--- src/rtl/hfm_pkg.sv ---
// ----------------------------------------------------------------------------
// hfm_pkg
// Shared widths and constants for the hysteresis frequency meter.
// ----------------------------------------------------------------------------
package hfm_pkg;

  // Averaging depth of the period ring and usable sample bits.
  localparam int AVG_DEPTH   = 10;
  localparam int SAMPLE_BITS = 12;

  // Field widths.
  localparam int SMP_W  = 12;
  localparam int TIME_W = 32;
  localparam int FREQ_W = 17;
  localparam int AVG_W  = 32;

  // Ring index and running sum widths.
  localparam int RING_IDX_W = (AVG_DEPTH > 1) ? $clog2(AVG_DEPTH) : 1;
  localparam int SUM_W      = TIME_W + ((AVG_DEPTH > 1) ? $clog2(AVG_DEPTH) : 1);

  // Divide-by-depth unit: two quotient bits per cycle.
  localparam int DIV_LEN   = 2 * ((SUM_W + 1) / 2);
  localparam int DIV_STEPS = DIV_LEN / 2;
  localparam int DIV_CNT_W = $clog2(DIV_STEPS + 1);
  localparam int DREM_W    = $clog2(AVG_DEPTH) + 1;

  // Reciprocal unit: one quotient bit per cycle.
  localparam int RCP_CNT_W = $clog2(FREQ_W + 1);

  // Constants.
  localparam logic [FREQ_W-1:0] CENTI_KILO   = FREQ_W'(100000);
  localparam logic [SMP_W-1:0]  TH_HIGH_RST  = SMP_W'(1850);
  localparam logic [SMP_W-1:0]  TH_LOW_RST   = SMP_W'(1750);
  localparam logic [SMP_W-1:0]  SAMPLE_MASK  = SMP_W'((64'd1 << SAMPLE_BITS) - 64'd1);
  localparam logic [DREM_W:0]   DEPTH_DIV    = (DREM_W + 1)'(AVG_DEPTH);

  // Configuration register indexes.
  localparam logic [1:0] REG_ENABLE  = 2'd0;
  localparam logic [1:0] REG_TH_HIGH = 2'd1;
  localparam logic [1:0] REG_TH_LOW  = 2'd2;

endpackage

--- src/rtl/hfm_ring.sv ---
// ----------------------------------------------------------------------------
// hfm_ring
// Ring of recent periods with a running sum, updated by a drop step then an add step.
// ----------------------------------------------------------------------------
module hfm_ring
  import hfm_pkg::*;
(
  input  logic              clk,
  input  logic              rst_n,
  input  logic              start,
  input  logic [TIME_W-1:0] period,
  output logic              done,
  output logic [SUM_W-1:0]  sum
);

  logic [TIME_W-1:0]     ring_r [AVG_DEPTH];
  logic [RING_IDX_W-1:0] pos_r;
  logic [RING_IDX_W-1:0] pos_nxt;
  logic [SUM_W-1:0]      sum_r;
  logic [TIME_W-1:0]     per_r;
  logic                  add_r;
  logic                  done_r;

  // Advance the write position with wrap.
  always_comb begin
    if (pos_r == RING_IDX_W'(AVG_DEPTH - 1)) begin
      pos_nxt = '0;
    end else begin
      pos_nxt = pos_r + RING_IDX_W'(1);
    end
  end

  // Start drops the old entry from the sum; the registered add step then adds the new period.
  always_ff @(posedge clk) begin
    if (!rst_n) begin
      for (int i = 0; i < AVG_DEPTH; i++) begin
        ring_r[i] <= '0;
      end
      pos_r  <= '0;
      sum_r  <= '0;
      add_r  <= 1'b0;
      done_r <= 1'b0;
    end else begin
      done_r <= 1'b0;
      if (start) begin
        sum_r         <= sum_r - {{(SUM_W - TIME_W){1'b0}}, ring_r[pos_r]};
        ring_r[pos_r] <= period;
        pos_r         <= pos_nxt;
        add_r         <= 1'b1;
      end else if (add_r) begin
        sum_r  <= sum_r + {{(SUM_W - TIME_W){1'b0}}, per_r};
        add_r  <= 1'b0;
        done_r <= 1'b1;
      end
    end
  end

  // Period held for the add cycle.
  always_ff @(posedge clk) begin
    if (start) begin
      per_r <= period;
    end
  end

  assign done = done_r;
  assign sum  = sum_r;

endmodule

--- src/rtl/hfm_avg.sv ---
// ----------------------------------------------------------------------------
// hfm_avg
// Serial divide of the running sum by the ring depth, two bits per cycle.
// ----------------------------------------------------------------------------
module hfm_avg
  import hfm_pkg::*;
(
  input  logic             clk,
  input  logic             rst_n,
  input  logic             start,
  input  logic [SUM_W-1:0] sum,
  output logic             done,
  output logic [AVG_W-1:0] avg
);

  logic [DIV_LEN-1:0]   dq_r;
  logic [DIV_LEN-1:0]   dq_nxt;
  logic [DREM_W-1:0]    rem_r;
  logic [DREM_W-1:0]    rem_nxt;
  logic [DIV_CNT_W-1:0] cnt_r;
  logic                 busy_r;
  logic                 done_r;
  logic [DREM_W:0]      t1;
  logic [DREM_W:0]      t2;
  logic [DREM_W-1:0]    r1;
  logic                 q1;
  logic                 q0;

  // Two restoring steps against the constant depth.
  always_comb begin
    t1 = {rem_r, dq_r[DIV_LEN-1]};
    q1 = (t1 >= DEPTH_DIV);
    r1 = q1 ? DREM_W'(t1 - DEPTH_DIV) : t1[DREM_W-1:0];
    t2 = {r1, dq_r[DIV_LEN-2]};
    q0 = (t2 >= DEPTH_DIV);
    rem_nxt = q0 ? DREM_W'(t2 - DEPTH_DIV) : t2[DREM_W-1:0];
    dq_nxt  = {dq_r[DIV_LEN-3:0], q1, q0};
  end

  // Control: step counter and completion pulse.
  always_ff @(posedge clk) begin
    if (!rst_n) begin
      busy_r <= 1'b0;
      done_r <= 1'b0;
      cnt_r  <= '0;
    end else begin
      done_r <= 1'b0;
      if (start) begin
        busy_r <= 1'b1;
        cnt_r  <= DIV_CNT_W'(DIV_STEPS);
      end else if (busy_r) begin
        cnt_r <= cnt_r - DIV_CNT_W'(1);
        if (cnt_r == DIV_CNT_W'(1)) begin
          busy_r <= 1'b0;
          done_r <= 1'b1;
        end
      end
    end
  end

  // Datapath: dividend shifts out as quotient shifts in.
  always_ff @(posedge clk) begin
    if (start) begin
      dq_r  <= DIV_LEN'(sum);
      rem_r <= '0;
    end else if (busy_r) begin
      dq_r  <= dq_nxt;
      rem_r <= rem_nxt;
    end
  end

  assign done = done_r;
  assign avg  = dq_r[AVG_W-1:0];

endmodule

--- src/rtl/hfm_recip.sv ---
// ----------------------------------------------------------------------------
// hfm_recip
// Serial restoring divide of the fixed scale by the average, one bit a cycle.
// ----------------------------------------------------------------------------
module hfm_recip
  import hfm_pkg::*;
(
  input  logic              clk,
  input  logic              rst_n,
  input  logic              start,
  input  logic [AVG_W-1:0]  avg,
  output logic              done,
  output logic [FREQ_W-1:0] freq
);

  logic [FREQ_W-1:0]    q_r;
  logic [FREQ_W-1:0]    rem_r;
  logic [AVG_W-1:0]     dvs_r;
  logic                 zero_r;
  logic [RCP_CNT_W-1:0] cnt_r;
  logic                 busy_r;
  logic                 done_r;
  logic [FREQ_W:0]      t;
  logic                 ge;
  logic [FREQ_W-1:0]    rem_nxt;

  // One restoring step; the remainder never exceeds the scale.
  always_comb begin
    t  = {rem_r, q_r[FREQ_W-1]};
    ge = ({{(AVG_W - FREQ_W - 1){1'b0}}, t} >= dvs_r);
    if (ge) begin
      rem_nxt = FREQ_W'(t - dvs_r[FREQ_W:0]);
    end else begin
      rem_nxt = t[FREQ_W-1:0];
    end
  end

  // Control.
  always_ff @(posedge clk) begin
    if (!rst_n) begin
      busy_r <= 1'b0;
      done_r <= 1'b0;
      cnt_r  <= '0;
    end else begin
      done_r <= 1'b0;
      if (start) begin
        busy_r <= 1'b1;
        cnt_r  <= RCP_CNT_W'(FREQ_W);
      end else if (busy_r) begin
        cnt_r <= cnt_r - RCP_CNT_W'(1);
        if (cnt_r == RCP_CNT_W'(1)) begin
          busy_r <= 1'b0;
          done_r <= 1'b1;
        end
      end
    end
  end

  // Datapath.
  always_ff @(posedge clk) begin
    if (start) begin
      q_r    <= CENTI_KILO;
      rem_r  <= '0;
      dvs_r  <= avg;
      zero_r <= (avg == '0);
    end else if (busy_r) begin
      q_r   <= {q_r[FREQ_W-2:0], ge};
      rem_r <= rem_nxt;
    end
  end

  assign done = done_r;
  // A zero average reports zero frequency.
  assign freq = zero_r ? '0 : q_r;

endmodule

--- src/rtl/hysteresis_frequency_meter.sv ---
// ----------------------------------------------------------------------------
// hysteresis_frequency_meter
// Hysteresis edge detector, period ring average and frequency divide.
// A word that yields a result passes through the ring update, the
// divide-by-depth unit and the reciprocal unit into the output register,
// which raises out_tvalid; input is held off until the result is loaded.
// One word at a time: a word with no result leaves input ready, while a
// word with a result holds input off until any output stall clears. Reset
// clears the ring, the sum, the comparator state and restores the register
// reset values.
// ----------------------------------------------------------------------------
module hysteresis_frequency_meter
  import hfm_pkg::*;
(
  input  logic        clk,
  input  logic        rst_n,
  // Input stream.
  input  logic        in_tvalid,
  output logic        in_tready,
  input  logic [47:0] in_tdata,   // [11:0] sample, [43:12] time_ms, rest zero
  // Result stream.
  output logic        out_tvalid,
  input  logic        out_tready,
  output logic [55:0] out_tdata,  // [16:0] freq_centihz, [48:17] period_ms, rest zero
  // Configuration writes.
  input  logic        cfg_valid,
  output logic        cfg_ready,
  input  logic [1:0]  cfg_index,
  input  logic [11:0] cfg_data
);

  localparam logic [2:0] ST_IDLE  = 3'd0;
  localparam logic [2:0] ST_RING  = 3'd1;
  localparam logic [2:0] ST_AVG   = 3'd2;
  localparam logic [2:0] ST_RECIP = 3'd3;
  localparam logic [2:0] ST_OUT   = 3'd4;

  logic [2:0]        state_r;
  logic              enable_r;
  logic [SMP_W-1:0]  th_high_r;
  logic [SMP_W-1:0]  th_low_r;
  logic              level_high_r;
  logic [TIME_W-1:0] prev_edge_r;
  logic [TIME_W-1:0] period_r;
  logic [FREQ_W-1:0] freq_r;
  logic              out_valid_r;
  logic [FREQ_W-1:0] out_freq_r;
  logic [TIME_W-1:0] out_period_r;

  logic              in_acc;
  logic [SMP_W-1:0]  smp;
  logic [TIME_W-1:0] now;
  logic [TIME_W-1:0] period;
  logic              edge_hit;
  logic              ring_start;
  logic              ring_done;
  logic [SUM_W-1:0]  sum;
  logic              avg_done;
  logic [AVG_W-1:0]  avg;
  logic              rcp_done;
  logic [FREQ_W-1:0] freq;
  logic              out_load;

  assign smp       = in_tdata[SMP_W-1:0] & SAMPLE_MASK;
  assign now       = in_tdata[SMP_W +: TIME_W];
  assign period    = now - prev_edge_r;
  assign in_tready = (state_r == ST_IDLE);
  assign in_acc    = in_tvalid && in_tready;
  assign cfg_ready = 1'b1;

  // Rising edge: low state and sample strictly above the high threshold.
  assign edge_hit   = enable_r && !level_high_r && (smp > th_high_r);
  assign ring_start = in_acc && edge_hit && (prev_edge_r != '0);
  assign out_load   = (state_r == ST_OUT) && (!out_valid_r || out_tready);

  // Configuration registers.
  always_ff @(posedge clk) begin
    if (!rst_n) begin
      enable_r  <= 1'b0;
      th_high_r <= TH_HIGH_RST;
      th_low_r  <= TH_LOW_RST;
    end else if (cfg_valid && cfg_ready) begin
      case (cfg_index)
        REG_ENABLE:  enable_r  <= cfg_data[0];
        REG_TH_HIGH: th_high_r <= cfg_data;
        REG_TH_LOW:  th_low_r  <= cfg_data;
        default: ;
      endcase
    end
  end

  // Comparator state and previous edge time.
  always_ff @(posedge clk) begin
    if (!rst_n) begin
      level_high_r <= 1'b0;
      prev_edge_r  <= '0;
    end else if (in_acc && enable_r) begin
      if (!level_high_r) begin
        if (smp > th_high_r) begin
          level_high_r <= 1'b1;
          prev_edge_r  <= now;
        end
      end else if (smp < th_low_r) begin
        level_high_r <= 1'b0;
      end
    end
  end

  // Sequencer over ring update, average and reciprocal.
  always_ff @(posedge clk) begin
    if (!rst_n) begin
      state_r <= ST_IDLE;
    end else begin
      case (state_r)
        ST_IDLE:  if (ring_start) state_r <= ST_RING;
        ST_RING:  if (ring_done) state_r <= ST_AVG;
        ST_AVG:   if (avg_done) state_r <= ST_RECIP;
        ST_RECIP: if (rcp_done) state_r <= ST_OUT;
        ST_OUT:   if (out_load) state_r <= ST_IDLE;
        default:  state_r <= ST_IDLE;
      endcase
    end
  end

  // Working payload.
  always_ff @(posedge clk) begin
    if (ring_start) begin
      period_r <= period;
    end
    if (rcp_done) begin
      freq_r <= freq;
    end
  end

  // Output register.
  always_ff @(posedge clk) begin
    if (!rst_n) begin
      out_valid_r <= 1'b0;
    end else if (out_load) begin
      out_valid_r <= 1'b1;
    end else if (out_tready) begin
      out_valid_r <= 1'b0;
    end
  end

  always_ff @(posedge clk) begin
    if (out_load) begin
      out_freq_r   <= freq_r;
      out_period_r <= period_r;
    end
  end

  assign out_tvalid = out_valid_r;
  assign out_tdata  = {7'd0, out_period_r, out_freq_r};

  hfm_ring u_ring (
    .clk    (clk),
    .rst_n  (rst_n),
    .start  (ring_start),
    .period (period),
    .done   (ring_done),
    .sum    (sum)
  );

  hfm_avg u_avg (
    .clk   (clk),
    .rst_n (rst_n),
    .start (ring_done),
    .sum   (sum),
    .done  (avg_done),
    .avg   (avg)
  );

  hfm_recip u_recip (
    .clk   (clk),
    .rst_n (rst_n),
    .start (avg_done),
    .avg   (avg),
    .done  (rcp_done),
    .freq  (freq)
  );

endmodule
--- config.mk ---
export PLATFORM = sky130hd
export DESIGN_NAME = hysteresis_frequency_meter
export DESIGN_NICKNAME = d
export VERILOG_FILES = /design/src/rtl/hfm_pkg.sv /design/src/rtl/hfm_ring.sv /design/src/rtl/hfm_avg.sv /design/src/rtl/hfm_recip.sv /design/src/rtl/hysteresis_frequency_meter.sv
export SDC_FILE = /design/constraint.sdc
export NUM_CORES = 1
export LEC_CHECK = 0
export BUFFER_PORTS_ARGS = -buffer_cell sky130_fd_sc_hd__buf_2
export CAP_MARGIN = 0
export CORE_MARGIN = 2
export CORE_UTILIZATION = 25
export DETAILED_ROUTE_END_ITERATION = 7
export PLACE_DENSITY = 0.4
export SKIP_CTS_REPAIR_TIMING = 1
export SLEW_MARGIN = 20
export SYNTH_ARGS = -nofsm -noshare
export SYNTH_HDL_FRONTEND = slang
export SYNTH_SLANG_ARGS = --single-unit
--- constraint.sdc ---
create_clock -name clk -period 6.3 [get_ports clk]
set_clock_uncertainty 0.15 [all_clocks]
set_input_delay 1.26 -clock clk [delete_from_list [all_inputs] [get_ports clk]]
set_output_delay 1.26 -clock clk [all_outputs]
set_load 0.1 [all_outputs]
# Yosys cells after proc, flatten, opt, wreduce, memory -nomap -nowiden
# Memories as Yosys holds them, arrays and structs flattened. A register that Yosys moved wholly into a read port is not among the register bits.
# Index checks and enable logic that the tools add are counted.
# totals
register_bits	324
ramBits	320
inputBits	67
output_inout_bits	59
word_cells	132
n_memories	1
# classes
addsub	9
order_cmp	5
n_eq_ne	14
muxes	41
n_bitwise	4
n_reduce_logical	29
# mem_list
memory	words	width	read_ports	rd_ports_with_merged_regs	write_ports	line	text
u_ring.ring_r	10	32	1	1	10	hfm_ring.sv:16	logic [TIME_W-1:0] ring_r [AVG_DEPTH];
# ops
operator	n
$mux W36	4
$add A36 B32 Y36	1
$sub A36 B32 Y36	1
$ge A18 B32 Y1	1
$logic_not A32 Y1	1
$mux W32	1
$reduce_bool A32 Y1	1
$reduce_or A32 Y1	1
$sub A32 B32 Y32	1
$mux W5	6
$mux W1	19
$mux W17	1
$sub A17 B17 Y17	1
$mux W4	4
$mux W3	5
$pmux W3 S5	1
$ge A6 B4 Y1 const B	2
$gt A12 B12 Y1	1
$lt A12 B12 Y1	1
$eq A5 B1 Y1 const B	2
$sub A5 B1 Y5 const B	2
$sub A5 B4 Y5 const B	2
$ne A2 B1 Y1 const B	4
$reduce_bool A2 Y1	4
19 further kinds	35

# Longest topological paths before layout
# depth
ltp_word	10
mapped_depth	25
mapped_depth_nobuf	22

# Hierarchy
# From an unflattened synthesis, not the netlist that was laid out.
# unflattened
cells_unflattened	3067
area_unflattened_um2	40465.1
# by_module_without_submodules
mod	n_inst	cells_each	area_per_inst_um2	seq_area_each_um2
hfm_ring	1	1784	26266.4	17256.6
hysteresis_frequency_meter	1	690	7724.9	4184.0
hfm_recip	1	395	4000.1	1811.7
hfm_avg	1	198	2473.6	1321.3

# Worst setup path before layout
# Ideal clock, no wire load.
# synth_path
path_type	register -> register
from	register state_r[0]
to	memory u_ring.ring_r[13][0], enable pin
setup_time_ns	0.421
t_arrival_ns	6.249
t_required_ns	5.729
setup_slack_ns	-0.520
path_stages_with_launch	12
path_buffers	2
period_less_slack_ns	6.820
cell_sequence	dfxtp_1 > nor3_2 > nand3_1 > nor3_1 > o21ai_1 > nor2_1 > nand2_1 > inv_1 > clkbuf_1 > buf_2 > nand3_1 > nor2_1
# synth_lines
item	line	text
start, declared	hysteresis_frequency_meter.sv:38	logic [2:0] state_r;
start signal, assigned	hysteresis_frequency_meter.sv:112	state_r <= ST_IDLE;
start signal, assigned	hysteresis_frequency_meter.sv:115	ST_IDLE: if (ring_start) state_r <= ST_RING;
start signal, assigned	hysteresis_frequency_meter.sv:116	ST_RING: if (ring_done) state_r <= ST_AVG;
end, declared	hfm_ring.sv:16	

# Worst setup path in the final report
# layout_path
from	input port in_tdata[11]
to	register u_ring.sum_r[28], in the netlist u_ring.sum[28]
# layout_via
elab_chain_len	5
word_cells_on_any_way	6
cone_classes	order compare (1); mux (1); reduce/logical (4)
# layout_lines
item	line	text
start, declared	hysteresis_frequency_meter.sv:20	input logic [47:0] in_tdata,
$gt A12 B12 Y1 (*)	hysteresis_frequency_meter.sv:72	assign edge_hit = enable_r && !level_high_r && (smp > th_high_r);
$logic_and A1 B1 Y1 (*)	hysteresis_frequency_meter.sv:72	
$logic_and A1 B1 Y1 (*) (2 in series)	hysteresis_frequency_meter.sv:73	assign ring_start = in_acc && edge_hit && (prev_edge_r != '0);
$mux W36 / $reduce_bool A2 Y1 (equally long branches)	n/a	
end signal, assigned	hfm_ring.sv:46	sum_r <= sum_r - {{(SUM_W - TIME_W){1'b0}}, ring_r[pos_r]};
end signal, assigned	hfm_ring.sv:51	sum_r <= sum_r + {{(SUM_W - TIME_W){1'b0}}, per_r};
end, declared	hfm_ring.sv:19	logic [SUM_W-1:0] sum_r;
# Mark *: on every way between the ends. The rest lies on a longest branch, timed or not.
# A chain may end at the register's enable or synchronous reset.

==> results.txt <==
via count: 24012
DR top layer: met4
yosys warns: 0
Post-synth EDFFs: 679
Yosys reg bits: 840
actual slew at the worst max-slew pin: 1060 ps
final period utilization: 86.8%
Yosys cell types: 80
first-pass GRT wire length: 168000 um
core area: 154000 um^2
commonest non-fill, non-tap cell in the layout: edfxtp_1
Worst Path Buf+Inv: 2
Worst setup EP type: flip-flop
Sink Count: 840
top_reg_cell synth: edfxtp_1
RSZ-0062 raised after global routing: false
worst setup path end: u_ring.sum[28]
Worst R2R Path Depth: 21
Worst-Skew Late Latency: 710 ps
Critical Path Source Type: input pin
area grow syn2layout: 17.5%
CP most frequent cell: a21oi_1
IO Pins: 126
die area: 158000 um^2
outcome: complete, no violations
min cycle time layout: 5470 ps
CTS Buf Count: 99
nets: 3337
Root Buffer: clkbuf_16
FF-to-FF setup slack: 980 ps
synthesized area per cell: 12.9 um^2
cell taking the most area after synthesis: edfxtp_1
GRT Util Overall: 14.5%
Cell Area, Placed: 42100 um^2
largest net degree at the start of global routing: 63
sequential share of the synthesized area: 61.1%
DRT Pass-1 Iters: 5
synthesized cell area: 38600 um^2
cell chain of the critical path: buf_2 > ha_1 > nand4_1 > o211ai_1 > or4b_1 > a21o_1 > nor2_4 > inv_1 > and3_1 > a21oi_1 > ha_1 > nand3_1 > o21ai_0 > o2111ai_1 > a21boi_2 > a21oi_1 > o31a_1 > a21oi_1 > a31oi_1 > or3_1 > a31oi_1
async set-or-reset flop fraction in the synthesized netlist: 0%
final setup vio count: 0
CP max FO: 6
Final HPWL DP: 76500 um
num rows: 144
Worst-path clk slew: 60 ps
Die H: 397 um
total negative slack: 0 ps
top cell type's share of synthesized area: 52.8%
top post-synthesis cells by area: edfxtp_1, mux4_2, dfxtp_1
CTS tree: done
Buffers on Ports: 113
Routed WL: 115000 um
Final Hold Viols: 0
DRT iter0 DRCs: 1661
max-cap violation count: 0
DRC errors left: 0
CP startpoint: in_tdata[11]
initial antenna violation count: 19
routed length on met1: 51400 um
cell family with most CP delay: compound AO/OA/AOI/OAI gates
Leak: 15.2 nW
crit path kind: in -> reg
slowest stage delay, CP: 500 ps
P per Cell Area: 274 nW/um^2
Slew headroom: 29.1%
GPL Wtd Cong: 0.797
most frequent cells in the layout: edfxtp_1, nor2_1, nand2_1
Max VDD drop: 0.000179 V
total grt overflow: 0
Slew Viols, Final: 0
Starting Density: 25.1%
r2r endpoint: u_ring.sum[32]
DR WL met2: 55600 um
Max Fclk: 183 MHz
Clock Tree Buf Depth: 3
reg2reg start: u_ring.per_r[0]
DR WL met3: 4550 um
Die Span X: 397 um
H-tree depth: 3
critical path depth in cells: 21
Hold Crit Class: reg -> reg
Routed wire per std cell: 21.7 um
share of post-route cells with drive strength above 1: 18.7%
Worst path slowest cell: or4b_1
Critical Path RT: 6780 ps
via/cell ratio: 4.54
vias in the first global route: 24388
CP Data Arrival Time: 5950 ps
antenna viol nets, final: 0
synthesized instance count: 3006
Min Hold Slack: 266 ps
final instance area: 45400 um^2
-- power breakdown --
| part | internal (mW) | total, mW | switching, mW |
|---|---|---|---|
| sequential | 6.05 | 6.08 | 0.0304 |
| clock | 3.37 | 5.79 | 2.42 |
| combinational | 0.189 | 0.588 | 0.399 |
| total | 9.61 | 12.5 | 2.85 |
-- Yosys cell counts (all sizes together), types with 30 or more instances --
master  count
edfxtp    679
nor2      456
nand2     246
a21oi     178
dfxtp     161
mux4      160
inv       152
clkbuf    126
ha        114
o21ai      81
xnor2      60
mux2i      45
buf        42
xor2       42
mux2       37
nor2b      36
a211oi     33
nand3      33
nor3       31
a21o       30
nor4       30
-- per-stage QoR --
step	util, %	setup slack [ps]	power, mW	std cells
4_1_cts	29.5	844	12.6	5281
5_1_grt	29.5	373	12.9	5283
2_1_floorplan	-	96.5	6.51	3012
6_report	29.5	829	12.5	5285
3_5_place_dp	27.4	77.8	6.79	5095
3_3_place_gp	27.4	68.5	6.79	5095
-- registers in the layout, indices dropped and copies added (netlist names), 32 cells and up, named ones only --
signal and count:
out_period_r 32, u_ring.ring_r 512, u_ring.sum 36, u_ring.per_r 32, u_recip.dvs_r 32, prev_edge_r 32
u_avg.dq_r 36
-- how the worst min path moves through the flow --
stage | startpoint | endpoint | slack (ps) | cells after the start
after CTS | freq_r[10] | out_freq_r[10] | 270 | 0
after detailed placement | freq_r[10] | out_freq_r[10] | 260 | 0
after floorplan | freq_r[0] | out_freq_r[0] | 250 | 0
after global routing | freq_r[7] | out_freq_r[7] | 280 | 0
after global placement | freq_r[13] | out_freq_r[13] | 250 | 0
final | freq_r[10] | out_freq_r[10] | 270 | 0
-- final cells by class --
| type | instances | area, um^2 |
|---|---|---|
| clock inverter | 56 | 588 |
| fill | 15552 | 108000 |
| clock buffer | 130 | 2680 |
| sequential | 840 | 23600 |
| tap | 2044 | 2560 |
| antenna | 3 | 7.51 |
| inverter | 152 | 571 |
| timing repair buffer | 208 | 1480 |
| multi-input combinational | 1852 | 13900 |
-- layer usage --
layer | up-vias | GRT usage (%)
met4 | 0 | 4.68
met3 | 159 | 1.95
met2 | 450 | 24.5
li1 | 11356 | -
met1 | 12047 | 19.3
met5 | - | 0
-- cell families after synthesis --
logic type                 Yosys count  synth area share (%)
muxes                              242                  11.6
xor gates and xnor gates           102                  2.31
DFF                                840                  61.1
buffers and inverters              320                  3.29
AOI/OAI and AO/OA                  429                  6.80
and+or+nand+nor                    954                  11.0
other                                2                0.0194
adders and majority gates          117                  3.85
(Power assumes the default switching activity.)
